===== src/rtl/fjcs_pkg.sv =====
// Package: shared types and constants of the feeder jam-clear sequencer.
`default_nettype none

package fjcs_pkg;

	localparam int TICK_COUNT_WIDTH_DEF = 16;
	localparam int CFG_INDEX_W = 3;
	localparam int CFG_DATA_W  = 16;
	localparam int SPEED_W     = 15;
	localparam int RATIO_W     = 8;
	localparam int LIMIT_W     = 16;
	localparam int VALUE_W     = 16;
	localparam int DELAY_W     = 10;

	localparam logic [DELAY_W-1:0] CEASE_HOLD = DELAY_W'(100);
	localparam logic [DELAY_W-1:0] CEASE_MAX  = DELAY_W'(1000);

	localparam logic [7:0] MODE_CEASE      = 8'd0;
	localparam logic [7:0] MODE_CONTINUOUS = 8'd1;
	localparam logic [7:0] LID_OPEN_CODE   = 8'd1;

	typedef enum logic [CFG_INDEX_W-1:0] {
		CFG_FLYWHEEL_SPEED    = 3'd0,
		CFG_FEEDER_SPEED      = 3'd1,
		CFG_JAM_SPEED_LIMIT   = 3'd2,
		CFG_JAM_CURRENT_RATIO = 3'd3,
		CFG_STALL_TICKS_LIMIT = 3'd4,
		CFG_CLEAR_TICKS_LIMIT = 3'd5,
		CFG_FLYWHEEL_LAYOUT   = 3'd6
	} cfg_index_t;

	typedef struct packed {
		logic [SPEED_W-1:0] flywheel_speed;
		logic [SPEED_W-1:0] feeder_speed;
		logic [SPEED_W-1:0] jam_speed_limit;
		logic [RATIO_W-1:0] jam_current_ratio;
		logic [LIMIT_W-1:0] stall_ticks_limit;
		logic [LIMIT_W-1:0] clear_ticks_limit;
		logic               flywheel_layout;
	} cfg_t;

endpackage

`default_nettype wire


===== src/rtl/fjcs_if.sv =====
// Interfaces: tick input channel and result output channel.
`default_nettype none

interface fjcs_tick_if;
	logic               valid;
	logic               ready;
	logic               command_valid;
	logic [7:0]         command_mode;
	logic [7:0]         lid_request;
	logic signed [15:0] feeder_rpm;
	logic signed [15:0] feeder_current;
	logic signed [15:0] feeder_drive;
	logic signed [15:0] left_rpm;
	logic signed [15:0] right_rpm;
	logic signed [15:0] top_rpm;

	modport source (
		output valid, command_valid, command_mode, lid_request, feeder_rpm,
			feeder_current, feeder_drive, left_rpm, right_rpm, top_rpm,
		input  ready
	);
	modport sink (
		input  valid, command_valid, command_mode, lid_request, feeder_rpm,
			feeder_current, feeder_drive, left_rpm, right_rpm, top_rpm,
		output ready
	);
endinterface

interface fjcs_result_if;
	logic               valid;
	logic               ready;
	logic signed [15:0] feeder_target;
	logic signed [15:0] left_target;
	logic signed [15:0] right_target;
	logic signed [15:0] top_target;
	logic               jam_clearing;
	logic               lid_open;
	logic               fire_mode;

	modport source (
		output valid, feeder_target, left_target, right_target, top_target,
			jam_clearing, lid_open, fire_mode,
		input  ready
	);
	modport sink (
		input  valid, feeder_target, left_target, right_target, top_target,
			jam_clearing, lid_open, fire_mode,
		output ready
	);
endinterface

`default_nettype wire


===== src/rtl/fjcs_stall_detect.sv =====
// Stall: nonzero drive, low speed, current < 0 or small rel. error.
`default_nettype none

module fjcs_stall_detect import fjcs_pkg::*; (
	input  logic signed [VALUE_W-1:0] feeder_rpm,
	input  logic signed [VALUE_W-1:0] feeder_current,
	input  logic signed [VALUE_W-1:0] feeder_drive,
	input  cfg_t                      cfg,
	output logic                      stall
);

	logic signed [VALUE_W:0]   diff;
	logic [VALUE_W:0]          diff_mag;
	logic signed [VALUE_W:0]   rpm_ext;
	logic [VALUE_W:0]          rpm_mag;
	logic signed [VALUE_W+9:0] lhs;
	logic signed [VALUE_W+8:0] prod;
	logic signed [VALUE_W+9:0] rhs;
	logic                      slow;

	always_comb begin
		diff     = {feeder_current[VALUE_W-1], feeder_current}
			- {feeder_drive[VALUE_W-1], feeder_drive};
		diff_mag = diff[VALUE_W] ? (VALUE_W+1)'(0) - diff : diff;
		rpm_ext  = {feeder_rpm[VALUE_W-1], feeder_rpm};
		rpm_mag  = rpm_ext[VALUE_W] ? (VALUE_W+1)'(0) - rpm_ext : rpm_ext;
		slow     = rpm_mag < {2'b00, cfg.jam_speed_limit};
		// |d| * 256 against ratio * current, both exact
		lhs  = {1'b0, diff_mag, 8'h00};
		prod = $signed({1'b0, cfg.jam_current_ratio}) * feeder_current;
		rhs  = {prod[VALUE_W+8], prod};
		stall = 1'b0;
		if (feeder_drive != '0 && slow) begin
			if (!feeder_current[VALUE_W-1] && feeder_current != '0)
				stall = lhs < rhs;
			else if (feeder_current[VALUE_W-1])
				stall = lhs > rhs;
		end
	end

endmodule

`default_nettype wire


===== src/rtl/feeder_jam_clear_sequencer.sv =====
// Top level: feeder jam-clear sequencer with config port and tick/result channels.
`default_nettype none

// One tick item enters the input register; once the result register is empty
// or being read, its targets, jam state, lid state and fire mode are computed
// against the held state and written to the result register together with the
// state update, so a result passes through the input and result registers
// after the tick handshake; a new tick is accepted every cycle while the
// result side keeps taking items. Configuration registers (written through
// cfg_we/cfg_index/cfg_data) are expected to change only while no tick is in
// flight. Stall and clear tick counters are TICK_COUNT_WIDTH bits wide and
// saturate.
module feeder_jam_clear_sequencer import fjcs_pkg::*; #(
	parameter int TICK_COUNT_WIDTH = TICK_COUNT_WIDTH_DEF
) (
	input  logic                   clk,
	input  logic                   arst_n,
	input  logic                   cfg_we,
	input  logic [CFG_INDEX_W-1:0] cfg_index,
	input  logic [CFG_DATA_W-1:0]  cfg_data,
	fjcs_tick_if.sink              tick,
	fjcs_result_if.source          result
);

	localparam int CW   = TICK_COUNT_WIDTH;
	localparam int CMPW = (CW > LIMIT_W) ? CW : LIMIT_W;

	cfg_t cfg_q;

	// input stage
	logic                      valid_s1;
	logic                      command_valid_s1;
	logic [7:0]                command_mode_s1;
	logic [7:0]                lid_request_s1;
	logic signed [VALUE_W-1:0] feeder_rpm_s1;
	logic signed [VALUE_W-1:0] feeder_current_s1;
	logic signed [VALUE_W-1:0] feeder_drive_s1;
	logic signed [VALUE_W-1:0] left_rpm_s1;
	logic signed [VALUE_W-1:0] right_rpm_s1;
	logic signed [VALUE_W-1:0] top_rpm_s1;

	// block state
	logic                      mode_q, jam_q, reverse_q, lid_q;
	logic [CW-1:0]             stall_cnt_q, clear_cnt_q;
	logic [DELAY_W-1:0]        cease_delay_q;
	logic signed [VALUE_W-1:0] feeder_goal_q, wheel_goal_q;

	logic                      mode_n, jam_n, reverse_n, lid_n;
	logic [CW-1:0]             stall_cnt_n, clear_cnt_n;
	logic [DELAY_W-1:0]        cease_delay_n;
	logic signed [VALUE_W-1:0] feeder_goal_n, wheel_goal_n;
	logic signed [VALUE_W-1:0] left_n, right_n, top_n;

	// result register
	logic                      out_valid_q;
	logic signed [VALUE_W-1:0] feeder_target_q, left_target_q, right_target_q, top_target_q;
	logic                      jam_clearing_q, lid_open_q, fire_mode_q;

	logic                      stall;
	logic                      advance;
	logic [VALUE_W:0]          left_mag, right_mag, top_mag;
	logic [VALUE_W+2:0]        wheel_sum;
	logic [VALUE_W+4:0]        sum_x5, speed_x12;
	logic [VALUE_W-1:0]        fly_pos, feed_pos;

	assign advance    = valid_s1 && (!out_valid_q || result.ready);
	assign tick.ready = !valid_s1 || advance;

	always_ff @(posedge clk or negedge arst_n) begin
		if (!arst_n) begin
			cfg_q <= '0;
		end else if (cfg_we) begin
			unique case (cfg_index)
				CFG_FLYWHEEL_SPEED:    cfg_q.flywheel_speed    <= cfg_data[SPEED_W-1:0];
				CFG_FEEDER_SPEED:      cfg_q.feeder_speed      <= cfg_data[SPEED_W-1:0];
				CFG_JAM_SPEED_LIMIT:   cfg_q.jam_speed_limit   <= cfg_data[SPEED_W-1:0];
				CFG_JAM_CURRENT_RATIO: cfg_q.jam_current_ratio <= cfg_data[RATIO_W-1:0];
				CFG_STALL_TICKS_LIMIT: cfg_q.stall_ticks_limit <= cfg_data[LIMIT_W-1:0];
				CFG_CLEAR_TICKS_LIMIT: cfg_q.clear_ticks_limit <= cfg_data[LIMIT_W-1:0];
				CFG_FLYWHEEL_LAYOUT:   cfg_q.flywheel_layout   <= cfg_data[0];
				default: ;
			endcase
		end
	end

	always_ff @(posedge clk or negedge arst_n) begin
		if (!arst_n) begin
			valid_s1 <= 1'b0;
		end else if (tick.ready) begin
			valid_s1 <= tick.valid;
		end
	end

	always_ff @(posedge clk) begin
		if (tick.valid && tick.ready) begin
			command_valid_s1  <= tick.command_valid;
			command_mode_s1   <= tick.command_mode;
			lid_request_s1    <= tick.lid_request;
			feeder_rpm_s1     <= tick.feeder_rpm;
			feeder_current_s1 <= tick.feeder_current;
			feeder_drive_s1   <= tick.feeder_drive;
			left_rpm_s1       <= tick.left_rpm;
			right_rpm_s1      <= tick.right_rpm;
			top_rpm_s1        <= tick.top_rpm;
		end
	end

	fjcs_stall_detect u_stall (
		.feeder_rpm     (feeder_rpm_s1),
		.feeder_current (feeder_current_s1),
		.feeder_drive   (feeder_drive_s1),
		.cfg            (cfg_q),
		.stall          (stall)
	);

	always_comb begin
		left_mag  = left_rpm_s1[VALUE_W-1]  ? (VALUE_W+1)'(0) - {1'b1, left_rpm_s1}
			: {1'b0, left_rpm_s1};
		right_mag = right_rpm_s1[VALUE_W-1] ? (VALUE_W+1)'(0) - {1'b1, right_rpm_s1}
			: {1'b0, right_rpm_s1};
		top_mag   = top_rpm_s1[VALUE_W-1]   ? (VALUE_W+1)'(0) - {1'b1, top_rpm_s1}
			: {1'b0, top_rpm_s1};
		wheel_sum = (VALUE_W+3)'(left_mag) + (VALUE_W+3)'(right_mag) + (VALUE_W+3)'(top_mag);
		sum_x5    = (VALUE_W+5)'({wheel_sum, 2'b00}) + (VALUE_W+5)'(wheel_sum);
		speed_x12 = (VALUE_W+5)'({cfg_q.flywheel_speed, 3'b000})
			+ (VALUE_W+5)'({cfg_q.flywheel_speed, 2'b00});
		fly_pos   = {1'b0, cfg_q.flywheel_speed};
		feed_pos  = {1'b0, cfg_q.feeder_speed};

		mode_n        = mode_q;
		lid_n         = lid_q;
		jam_n         = jam_q;
		reverse_n     = reverse_q;
		feeder_goal_n = feeder_goal_q;
		wheel_goal_n  = wheel_goal_q;
		cease_delay_n = cease_delay_q;

		if (command_valid_s1) begin
			if (command_mode_s1 == MODE_CEASE || command_mode_s1 == MODE_CONTINUOUS)
				mode_n = command_mode_s1[0];
			lid_n = (lid_request_s1 == LID_OPEN_CODE);
		end

		if (stall) begin
			stall_cnt_n = (&stall_cnt_q) ? stall_cnt_q : stall_cnt_q + CW'(1);
			clear_cnt_n = clear_cnt_q;
		end else begin
			stall_cnt_n = '0;
			clear_cnt_n = (&clear_cnt_q) ? clear_cnt_q : clear_cnt_q + CW'(1);
		end
		if (CMPW'(stall_cnt_n) > CMPW'(cfg_q.stall_ticks_limit)) begin
			jam_n       = 1'b1;
			reverse_n   = !reverse_q;
			clear_cnt_n = '0;
		end
		if (CMPW'(clear_cnt_n) > CMPW'(cfg_q.clear_ticks_limit))
			jam_n = 1'b0;

		if (!mode_n) begin
			jam_n         = 1'b0;
			reverse_n     = 1'b1;
			feeder_goal_n = '0;
			if (cease_delay_q >= CEASE_HOLD)
				wheel_goal_n = '0;
			cease_delay_n = (cease_delay_q >= CEASE_MAX) ? CEASE_MAX
				: cease_delay_q + DELAY_W'(1);
		end else begin
			cease_delay_n = '0;
			if (!jam_n) begin
				wheel_goal_n = fly_pos;
				if (sum_x5 >= speed_x12)
					feeder_goal_n = -feed_pos;
			end else begin
				feeder_goal_n = reverse_n ? -feed_pos : feed_pos;
				wheel_goal_n  = reverse_n ? -fly_pos : fly_pos;
			end
		end

		if (!cfg_q.flywheel_layout) begin
			left_n  = wheel_goal_n;
			right_n = wheel_goal_n;
			top_n   = wheel_goal_n;
		end else begin
			left_n  = -wheel_goal_n;
			right_n = wheel_goal_n;
			top_n   = '0;
		end
	end

	always_ff @(posedge clk or negedge arst_n) begin
		if (!arst_n) begin
			mode_q        <= 1'b0;
			jam_q         <= 1'b0;
			reverse_q     <= 1'b0;
			lid_q         <= 1'b0;
			stall_cnt_q   <= '0;
			clear_cnt_q   <= '0;
			cease_delay_q <= '0;
			feeder_goal_q <= '0;
			wheel_goal_q  <= '0;
		end else if (advance) begin
			mode_q        <= mode_n;
			jam_q         <= jam_n;
			reverse_q     <= reverse_n;
			lid_q         <= lid_n;
			stall_cnt_q   <= stall_cnt_n;
			clear_cnt_q   <= clear_cnt_n;
			cease_delay_q <= cease_delay_n;
			feeder_goal_q <= feeder_goal_n;
			wheel_goal_q  <= wheel_goal_n;
		end
	end

	always_ff @(posedge clk or negedge arst_n) begin
		if (!arst_n) begin
			out_valid_q <= 1'b0;
		end else if (advance) begin
			out_valid_q <= 1'b1;
		end else if (result.ready) begin
			out_valid_q <= 1'b0;
		end
	end

	always_ff @(posedge clk) begin
		if (advance) begin
			feeder_target_q <= feeder_goal_n;
			left_target_q   <= left_n;
			right_target_q  <= right_n;
			top_target_q    <= top_n;
			jam_clearing_q  <= jam_n;
			lid_open_q      <= lid_n;
			fire_mode_q     <= mode_n;
		end
	end

	assign result.valid         = out_valid_q;
	assign result.feeder_target = feeder_target_q;
	assign result.left_target   = left_target_q;
	assign result.right_target  = right_target_q;
	assign result.top_target    = top_target_q;
	assign result.jam_clearing  = jam_clearing_q;
	assign result.lid_open      = lid_open_q;
	assign result.fire_mode     = fire_mode_q;

endmodule

`default_nettype wire

===== src/flat_wrapper.sv =====
// flat-port wrapper written by rule: the top's interface ports become plain ports
module feeder_jam_clear_sequencer_flat import fjcs_pkg::*;
#(
	parameter int TICK_COUNT_WIDTH = TICK_COUNT_WIDTH_DEF
)
  (clk, arst_n, cfg_we, cfg_index, cfg_data, tick_valid, tick_command_valid, tick_command_mode, tick_lid_request, tick_feeder_rpm, tick_feeder_current, tick_feeder_drive, tick_left_rpm, tick_right_rpm, tick_top_rpm, tick_ready, result_valid, result_feeder_target, result_left_target, result_right_target, result_top_target, result_jam_clearing, result_lid_open, result_fire_mode, result_ready);
  fjcs_tick_if tick_i ();
  fjcs_result_if result_i ();
  input  logic clk;
  input  logic arst_n;
  input  logic cfg_we;
  input  logic [CFG_INDEX_W-1:0] cfg_index;
  input  logic [CFG_DATA_W-1:0] cfg_data;
  input wire logic [$bits(tick_i.valid)-1:0] tick_valid;
  input wire logic [$bits(tick_i.command_valid)-1:0] tick_command_valid;
  input wire logic [$bits(tick_i.command_mode)-1:0] tick_command_mode;
  input wire logic [$bits(tick_i.lid_request)-1:0] tick_lid_request;
  input wire logic [$bits(tick_i.feeder_rpm)-1:0] tick_feeder_rpm;
  input wire logic [$bits(tick_i.feeder_current)-1:0] tick_feeder_current;
  input wire logic [$bits(tick_i.feeder_drive)-1:0] tick_feeder_drive;
  input wire logic [$bits(tick_i.left_rpm)-1:0] tick_left_rpm;
  input wire logic [$bits(tick_i.right_rpm)-1:0] tick_right_rpm;
  input wire logic [$bits(tick_i.top_rpm)-1:0] tick_top_rpm;
  output wire logic [$bits(tick_i.ready)-1:0] tick_ready;
  output wire logic [$bits(result_i.valid)-1:0] result_valid;
  output wire logic [$bits(result_i.feeder_target)-1:0] result_feeder_target;
  output wire logic [$bits(result_i.left_target)-1:0] result_left_target;
  output wire logic [$bits(result_i.right_target)-1:0] result_right_target;
  output wire logic [$bits(result_i.top_target)-1:0] result_top_target;
  output wire logic [$bits(result_i.jam_clearing)-1:0] result_jam_clearing;
  output wire logic [$bits(result_i.lid_open)-1:0] result_lid_open;
  output wire logic [$bits(result_i.fire_mode)-1:0] result_fire_mode;
  input wire logic [$bits(result_i.ready)-1:0] result_ready;
  assign tick_i.valid = tick_valid;
  assign tick_i.command_valid = tick_command_valid;
  assign tick_i.command_mode = tick_command_mode;
  assign tick_i.lid_request = tick_lid_request;
  assign tick_i.feeder_rpm = tick_feeder_rpm;
  assign tick_i.feeder_current = tick_feeder_current;
  assign tick_i.feeder_drive = tick_feeder_drive;
  assign tick_i.left_rpm = tick_left_rpm;
  assign tick_i.right_rpm = tick_right_rpm;
  assign tick_i.top_rpm = tick_top_rpm;
  assign tick_ready = tick_i.ready;
  assign result_valid = result_i.valid;
  assign result_feeder_target = result_i.feeder_target;
  assign result_left_target = result_i.left_target;
  assign result_right_target = result_i.right_target;
  assign result_top_target = result_i.top_target;
  assign result_jam_clearing = result_i.jam_clearing;
  assign result_lid_open = result_i.lid_open;
  assign result_fire_mode = result_i.fire_mode;
  assign result_i.ready = result_ready;
  feeder_jam_clear_sequencer #(.TICK_COUNT_WIDTH(TICK_COUNT_WIDTH)) u_core (.clk(clk), .arst_n(arst_n), .cfg_we(cfg_we), .cfg_index(cfg_index), .cfg_data(cfg_data), .tick(tick_i), .result(result_i));
endmodule

===== config.mk =====
export PLATFORM = sky130hd
export DESIGN_NAME = feeder_jam_clear_sequencer_flat
export DESIGN_NICKNAME = d
export VERILOG_FILES = /design/src/rtl/fjcs_pkg.sv /design/src/rtl/fjcs_if.sv /design/src/rtl/fjcs_stall_detect.sv /design/src/rtl/feeder_jam_clear_sequencer.sv /design/src/flat_wrapper.sv
export SDC_FILE = /design/constraint.sdc
export NUM_CORES = 1
export LEC_CHECK = 0
export BUFFER_PORTS_ARGS = -buffer_cell sky130_fd_sc_hd__buf_2
export CORE_ASPECT_RATIO = 0.7
export CORE_MARGIN = 2
export CORE_UTILIZATION = 60
export CTS_BUF_LIST = sky130_fd_sc_hd__clkbuf_4
export DETAILED_ROUTE_END_ITERATION = 8
export PLACE_DENSITY = 0.8
export REMOVE_ABC_BUFFERS = 1
export SETUP_SLACK_MARGIN = 0.15
export SLEW_MARGIN = 15
export SYNTH_ARGS = -nofsm -noshare
export SYNTH_HDL_FRONTEND = slang
export SYNTH_SLANG_ARGS = --single-unit

===== constraint.sdc =====
create_clock -name clk -period 15.5 [get_ports clk]
set_input_delay 1.55 -clock clk [delete_from_list [all_inputs] [get_ports clk]]
set_output_delay 1.55 -clock clk [all_outputs]
set_load 0.02 [all_outputs]

Yosys cells after proc, flatten, opt, wreduce, memory -nomap -nowiden:

Index checks and enable logic that the tools add are counted.

* eq/ne operators: 8
* add/sub/neg operators: 16
* muxes and demuxes: 34
* reductions and logical operators: 25
* multiply operators: 1
* $lt $le $gt $ge: 8

Operators by type and width (count)
* 16-bit two-way mux: 14
* 17-bit two-way mux: 5
* 1-bit by 17-bit subtractor with 17-bit output (first input constant): 4
* 16-bit by 1-bit adder with 16-bit output (second input constant): 2
* 16-bit greater-than comparator: 2
* 15-bit negator with 16-bit output: 2
* 16-bit AND reduction: 2
* 16-bit nonzero test: 2
* 26-bit by 25-bit greater-than comparator with 1-bit output: 1
* 26-bit by 25-bit < comparator with 1-bit output: 1
* 9-bit by 16-bit multiplier with 25-bit output: 1
* 21-bit by 19-bit adder with 21-bit output: 1
* 21-bit >= comparator: 1
* 10-bit two-way mux: 2
* 18-bit by 17-bit adder with 19-bit output: 1
* 19-bit by 17-bit adder with 19-bit output: 1
* 17-bit by 17-bit adder with 18-bit output: 1
* 17-bit by 15-bit < comparator with 1-bit output: 1
* 1-bit by 16-bit subtractor with 17-bit output (first input constant): 1
* 16-bit by 16-bit subtractor with 17-bit output: 1
* 8-bit by 1-bit == test with 1-bit output (second input constant): 2
* 16-bit negator: 1
* 2-bit AND reduction: 7
* 1-bit two-way mux: 13
* 12 further kinds: 23

* logic and storage cells: 126
* register bits: 346
* output and inout bits: 69

Depth between registers and ports, before layout:

Gate-level depths: netlist (run 1).

* depth after elaboration: 16
* mapped depth: 58
* depth with buffers taken out: 52

Hierarchy:

Synthesis (run 1) repeated with hierarchy kept, for this count alone.

* cells, all modules: 2707
* area, all modules: 26471.6 um^2

Modules (own cells, without submodules)
* feeder_jam_clear_sequencer: instances 1, area each 19467.4 um^2, cells an instance 1814
* fjcs_stall_detect: instances 1, area each 7004.2 um^2, cells an instance 893

Worst setup path before layout (run 1):

No wires, ideal clock.

* path type: register to register
* start: register u_core.cfg_q[33] (netlist name)
* end: register u_core.left_target_q[11], in the netlist u_core.result.left_target[11] (data pin)
* arrival time: 11.573 ns
* cell stages (with the launch flop): 54
* required time: 15.238 ns
* path slack: 3.665 ns
* path through: dfrtp_1 clkbuf_1 clkbuf_1 nand2_1 fa_1 inv_1 fa_1 ha_1 inv_1 fa_1 inv_1 ha_1 a21o_1 a21oi_1 nor2b_1 o21ai_0 a21oi_1 a21oi_1 [... 18 more ...] o21a_1 clkbuf_1 clkbuf_1 nor2_1 mux2_2 ha_1 and4_1 and3_1 a221oi_1 a31oi_1 nor4_2 buf_2 nand2b_1 xnor2_1 a21oi_1 nand2_1 o31ai_1 xnor2_1

* word-level cells in the longest chain between the ends: 14
* elaborated cells between the ends (all ways): 19
* classes of those cells: add/sub (1); mul (1); order compare (4); mux (13)

RTL lines
* start, declared: line feeder_jam_clear_sequencer.sv:28 `cfg_t cfg_q;`
* 9-bit by 16-bit multiplier with 25-bit output (*): line fjcs_stall_detect.sv:30 `prod = $signed({1'b0, cfg.jam_current_ratio}) * feeder_current;`
* 26-bit by 25-bit greater-than comparator with 1-bit output: line fjcs_stall_detect.sv:37 `stall = lhs > rhs;`
* 1-bit two-way mux: line fjcs_stall_detect.sv:36 `else if (feeder_current[VALUE_W-1])`
* 1-bit two-way mux (*): line fjcs_stall_detect.sv:34 `if (!feeder_current[VALUE_W-1] && feeder_current != '0)`
* 1-bit two-way mux (*): line fjcs_stall_detect.sv:33 `if (feeder_drive != '0 && slow) begin`
* 16-bit two-way mux (*): line feeder_jam_clear_sequencer.sv:144 `if (stall) begin`
* via u_core.stall_cnt_n[13]: line feeder_jam_clear_sequencer.sv:49 `logic [CW-1:0] stall_cnt_n, clear_cnt_n;`
* 16-bit greater-than comparator (*): line feeder_jam_clear_sequencer.sv:151 `if (CMPW'(stall_cnt_n) > CMPW'(cfg_q.stall_ticks_limit)) begin`
* 16-bit two-way mux (*): line feeder_jam_clear_sequencer.sv:151
* via u_core.clear_cnt_n[11]: line feeder_jam_clear_sequencer.sv:49
* 16-bit greater-than comparator (*): line feeder_jam_clear_sequencer.sv:156 `if (CMPW'(clear_cnt_n) > CMPW'(cfg_q.clear_ticks_limit))`
* 1-bit two-way mux (*): line feeder_jam_clear_sequencer.sv:156
* 16-bit two-way mux (*): line feeder_jam_clear_sequencer.sv:169 `if (!jam_n) begin`
* 16-bit two-way mux (*): line feeder_jam_clear_sequencer.sv:159 `if (!mode_n) begin`
* 16-bit negator: line feeder_jam_clear_sequencer.sv:184 `left_n = -wheel_goal_n;`
* 16-bit two-way mux (*): line feeder_jam_clear_sequencer.sv:179 `if (!cfg_q.flywheel_layout) begin`
* via u_core.left_n[11]: line feeder_jam_clear_sequencer.sv:52 `logic signed [VALUE_W-1:0] left_n, right_n, top_n;`
* end signal, assigned: line feeder_jam_clear_sequencer.sv:227 `left_target_q <= left_n;`
* end, declared: line feeder_jam_clear_sequencer.sv:56 `logic signed [VALUE_W-1:0] feeder_target_q, left_target_q, right_target_q, top_target_q;`

The timed path passes the listed nets; every way through them passes the cells marked *.
A chain may end at the register's enable or synchronous reset.

Final worst setup path (run 1):

* start: register u_core.cfg_q[35] (netlist name)
* end: register u_core.left_target_q[5], in the netlist u_core.result.left_target[5] (data pin)

The elaborated chain is that of the path after synthesis.

==> results of run 1 <==
## state kept, by name (all words and copies together), names as in the netlist, 15 cells and up
signal	cells
u_core.cfg_q	86
u_core.result.feeder_target	16
u_core.feeder_goal_q	16
u_core.result.right_target	16
u_core.wheel_goal_q	16
u_core.feeder_current_s1	16
u_core.clear_cnt_q	16
u_core.top_rpm_s1	16
u_core.result.top_target	16
u_core.feeder_rpm_s1	16
u_core.left_rpm_s1	16
u_core.result.left_target	15
u_core.stall_cnt_q	16
u_core.feeder_drive_s1	16
u_core.right_rpm_s1	16
## routing by layer
| metal | part of all wire (%) | vias up | global-route usage [%] |
|---|---|---|---|
| met5 | 0 | - | 0 |
| met4 | 3.5 | 0 | 12.30 |
| met3 | 11 | 180 | 10.11 |
| met2 | 44 | 1031 | 47.87 |
| met1 | 42 | 10792 | 41.84 |
| li1 | - | 10339 | - |
## cell families (layout without fill, tap and decap cells)
| logic type | Yosys count | after routing |
|---|---|---|
| simple gates | 877 | 877 |
| compound gates | 618 | 618 |
| buf+inv | 393 | 686 |
| flops | 345 | 345 |
| fa+ha+maj | 344 | 344 |
| xor+xnor | 184 | 184 |
| mux | 53 | 53 |
| other cells | 1 | 6 |
## stage by stage
stage          cell area (um2)  utilization (%)  hold slack, ps  setup WS, ps
2_1_floorplan            26370                -           441.8          2314
3_3_place_gp             28310            64.63           462.0          2494
3_5_place_dp             28310            64.63           464.1          1886
4_1_cts                  29450            67.22           485.9          1775
5_1_grt                  29450            67.24           509.4         815.3
6_report                 29460            67.25           485.0          1752
## worst paths after layout
path,startpoint,endpoint,slack (ps),cells past startpoint
setup / recovery,u_core.cfg_q[35],u_core.result.left_target[5],1750,49
hold / removal,u_core.wheel_goal_q[13],u_core.wheel_goal_q[13],490,2
setup reg to reg,u_core.cfg_q[35],u_core.result.left_target[5],1750,49
hold reg to reg,u_core.wheel_goal_q[13],u_core.wheel_goal_q[13],490,2
max in group asynchronous,arst_n,u_core.cfg_q[11],13210,2
min in group asynchronous,arst_n,u_core.cfg_q[34],820,1
## area by class of cell
class | count | area [um2]
tap | 594 | 743.2
clock inverter | 33 | 185.2
antenna | 3 | 7.507
timing repair buffer | 219 | 1137
inverter | 307 | 1155
multi-input combinational | 2079 | 15750
sequential | 345 | 9529
fill | 3493 | 14350
clock buffer | 127 | 953.4
## synth_stat cells, types with 5 or more instances
cell type  count
nand2b_1      28
fa_1         107
o31ai_1       35
a211oi_1      12
a21o_1        50
buf_2         10
a211o_1        8
a21oi_1      137
a31oi_1       24
inv_1        303
clkbuf_1      70
nor2b_1       24
o21a_1        21
o211ai_1      10
nor4_1        21
xor2_1        43
o311ai_0       6
o21ai_1        8
and3_1        49
xnor2_1      141
a222oi_1       5
a22o_1        11
nand2_1      308
edfxtp_1     179
nor3b_1        9
mux2_2        42
nor4b_1        9
nor3_1        40
o21bai_1      22
nor2_1       171
dfrtp_1      166
or2_2          9
a32oi_1        5
or3_1         29
a31o_2         5
mux2i_1       11
nand3_1       53
and4_1         7
o41ai_1        7
a221oi_1      11
and2_1        73
nand4_1       25
ha_1         237
o21ai_0      176
## layout by cell type (no fill, tap or decap), types with 107 or more instances in the layout
master,netlist,final
fa_1,107,107
nand2_1,308,307
inv_1,303,302
buf_2,10,204
xnor2_1,141,141
o21ai_0,176,176
a21oi_1,137,137
edfxtp_1,179,179
ha_1,237,237
nor2_1,171,170
dfrtp_1,166,166
clkbuf_4,0,127
## critical path: cells and delay by family (launching register included)
family / cells / cell delay (ps)
and+or+nand+nor: 13 / 2870
DFF: 1 / 690
adders and majority gates: 8 / 2850
xor gates and xnor gates: 3 / 380
buffers and inverters: 5 / 730
AOI/OAI and AO/OA: 20 / 5920
==> flow_summary.yaml, run 1 <==
run_status:
  outcome: "finished, final reports clean"
global_route:
  grt_overflow: 0
  grt_pass1_vias: 22407
  grt.total_usage_pct: 31.43
  grt_max_degree: 102
  grt_pass1_wl_um: 116100
  antenna_found_initial: 4
floorplan:
  core.rowCount: 64
  die_h_um: 180.5
  start_util_pct: 60.97
  coreArea_um2: 43800
  die_area_um2: 46240
  ios: 206
  die_w_um: 256.2
finish:
  nNetsFinal: 3521
  layout-drive-gt1-share_pct: 14.92
  synthToLayoutAreaGrowth_pct: 10.29
  instances_no_fill: 3707
cts:
  cts_sinks: 345
  postCtsHoldBufs: 0
  cts_resized: 0
  cts_setup_buffers: 0
  cts_tree: "built"
  cts.clk_slew.worst_paths_ps: 70
  clock_path_buffers: 3
  numCtsBuffers: 88
  cts_root_buf: "clkbuf_4"
  htree_num_levels: 3
  clkLatencyLatePin_ps: 880
synthesis:
  synth.distinct_cells: 94
  synth-simple-area-share_pct: 16.00
  synth_area_leaders: "edfxtp_1 20%, dfrtp_1 16%, ha_1 11%"
  synthCells: 2815
  synth-xor-area-share_pct: 6.034
  yosys.area.top_type: "edfxtp_1"
  synth_area_per_cell_um2: 9.488
  synthDominantCellAreaShare_pct: 20.13
  synth_edf_count: 179
  ys_ff_latch: 345
  synth_warnings: 0
  synth_ff_type: "edfxtp_1"
  synth_top_family_by_area: "adder cells"
  yosysSeqAreaShare_pct: 35.68
  muxShareOfSynthArea_pct: 2.183
  synthAdderAreaFrac_pct: 19.12
  syn-cell-area_um2: 26710
  async_reset_ff_share_pct: 48.12
  synth_compound_area_share_pct: 15.37
timing:
  fin_skew_ps: 97.22
  max_slew_margin_pct: 23.38
  setup_violations: 0
  fmax_mhz: 72.74
  tightest_slew_ps: 1144
  drv_slew: 0
  tns_ps: 0
  fin_crit_ps: 13750
  min_period_over_period_pct: 88.70
  hold_viol: 0
  rsz0062_at_grt: "false"
setup_path:
  critical_path_required_ps: 16060
  path_class: "reg -> reg"
  cp-start-kind: "register"
  slowest_stage: "o21a_1"
  cp_common_cell: "ha_1"
  cp.arrival_ps: 14310
  critPathMaxStageDelay_ps: 760
  critPathCaptureType: "register"
  critPathMaxFanout: 54
detailed_routing:
  postRouteAntennaNets: 0
  vias: 22342
  finalWirelength_um: 71570
  drt_iter0_drc: 2260
  avgViaCountPerCell: 6.027
  firstDrtPassIters: 8
  wl_per_cell_um: 19.31
  drc: 0
min_path:
  hold_path_class: "reg -> reg"
placed_design:
  gp_congestion: 0.9499
  dpl.hpwl_um: 54170
  place_inst: 3544
  io_buffer_count: 205
job:
  cap_viol_max_count: 0
Power of run 1 is not shown: default switching activity piles up to over one toggle a cycle in this logic, so the estimate is an artifact.
==> run 2, diff against run 1 <==
--- a/config.mk
+++ b/config.mk
@@ -12,7 +12,6 @@
 export CTS_BUF_LIST = sky130_fd_sc_hd__clkbuf_4
 export DETAILED_ROUTE_END_ITERATION = 8
 export PLACE_DENSITY = 0.8
-export REMOVE_ABC_BUFFERS = 1
 export SETUP_SLACK_MARGIN = 0.15
 export SLEW_MARGIN = 15
 export SYNTH_ARGS = -nofsm -noshare
==> run 2 against run 1 <==
Against the previous run:
- routed wire length decreased by 4.2%
- global-route usage decreased by 1.3 points
- register-to-register slack got worse by 50 ps
- sequential share of layout area about the same
- count of clock-buffer cells in the layout increased by 2
- flip-flop and latch count unchanged
- via count decreased by 1.2%
- non-clock buffer count increased by 3
- worst hold slack got worse by 3.5 ps
- die area unchanged
- highest routed layer is now met5
==> flow_summary.yaml, run 2 (synthesis results as in run 1) <==
run_status:
  outcome: "finished, final reports clean"
timing:
  max_slew_margin_pct: 18.60
  fin_skew_ps: 48.50
  fmax_mhz: 72.50
  drv_slew: 0
  tightest_slew_ps: 1216
  setup_violations: 0
  tns_ps: 0
  hold_viol: 0
  min_period_over_period_pct: 88.99
  rsz0062_at_grt: "false"
  holdWs_ps: 481.5
  fin_crit_ps: 13790
global_route:
  grt.total_usage_pct: 30.10
  grt_overflow: 0
  antenna_found_initial: 5
  grt_max_degree: 90
  grt_pass1_wl_um: 111600
  grt_pass1_vias: 21782
finish:
  multi_input_area_um2: 15750
  layout-drive-gt1-share_pct: 14.93
  regMostFlops: "u_core.cfg_q"
  synthToLayoutAreaGrowth_pct: 10.28
  largest_reg_flops: 86
  num-fill-cells: 3472
  final_common_cell: "nand2_1"
  regArea_um2: 9529
  nNetsFinal: 3524
  layout_common_cells: "307 x nand2_1, 302 x inv_1, 237 x ha_1"
placed_design:
  io_buffer_count: 205
  dpl.hpwl_um: 51000
  gp_congestion: 0.9268
cts:
  numCtsBuffers: 88
  cts_setup_buffers: 0
  htree_num_levels: 3
  cts_resized: 0
  cts_root_buf: "clkbuf_4"
  cts_sinks: 345
  clkLatencyLatePin_ps: 860
  clock_path_buffers: 3
  cts_tree: "built"
  postCtsHoldBufs: 0
  cts.clk_slew.worst_paths_ps: 70
detailed_routing:
  firstDrtPassIters: 8
  postRouteAntennaNets: 0
  vias: 22080
  drt_iter0_drc: 2033
  drc: 0
  wl_per_cell_um: 18.48
  finalWirelength_um: 68590
  avgViaCountPerCell: 5.950
setup_path:
  slowest_stage: "nor4b_1"
  cp.arrival_ps: 14380
  path_class: "reg -> reg"
  critPathMaxFanout: 54
  critical_path_required_ps: 16090
  critPathCaptureType: "register"
  cp-start-kind: "register"
  critPathMaxStageDelay_ps: 850
floorplan:
  start_util_pct: 60.97
  core.rowCount: 64
  die_w_um: 256.2
  coreArea_um2: 43800
  die_area_um2: 46240
  ios: 206
  die_h_um: 180.5
job:
  cap_viol_max_count: 0
min_path:
  hold_path_class: "reg -> reg"
run 2: layout make-up:
cell class / instances / share of cell area (%)
antenna: 3 / 0.02549
timing repair buffer: 222 / 3.938
tap: 594 / 2.523
clock buffer: 129 / 3.288
clock inverter: 32 / 0.4843
sequential: 345 / 32.35
multi-input combinational: 2079 / 53.47
inverter: 307 / 3.921
run 2: layer usage:
layer  global-route usage [%]  wire length [um]
met3                    8.594              6899
met2                    45.31             30020
met4                    10.46              2176
met5                        0                65
met1                    41.81             29440
run 2: final timing paths:
kind | cells past startpoint | startpoint | to | slack [ps]
max | 49 | u_core.cfg_q[35] | u_core.result.left_target[5] | 1710
max in group asynchronous | 2 | arst_n | u_core.cfg_q[24] | 13060
min | 2 | u_core.wheel_goal_q[2] | u_core.wheel_goal_q[2] | 480
min in group asynchronous | 1 | arst_n | u_core.stall_cnt_q[9] | 780
min reg2reg | 2 | u_core.wheel_goal_q[2] | u_core.wheel_goal_q[2] | 480
max reg2reg | 49 | u_core.cfg_q[35] | u_core.result.left_target[5] | 1710
run 2: through the flow:
step                area (um2)  util [%]  setup WS [ps]  cells
floorplan                26720         -           3665   2817
global placement         28330     64.68           2379   3547
detailed placement       28330     64.68           2001   3547
CTS                      29440     67.21           1972   3708
global route             29450     67.24          726.3   3711
finish                   29450     67.24           1706   3711
run 2: worst max-delay path, delay by kind of cell, from the launching register on:
kind	cells	cell delay, ps
AND/OR/NAND/NOR	19	4240
AO/OA/AOI/OAI	13	3940
adder cells (fa/ha/maj)	8	3160
buffers and inverters	5	790
flip-flops	1	690
XOR/XNOR	3	380
multiplexers	1	300
Power of run 2 is left out for the same reason.
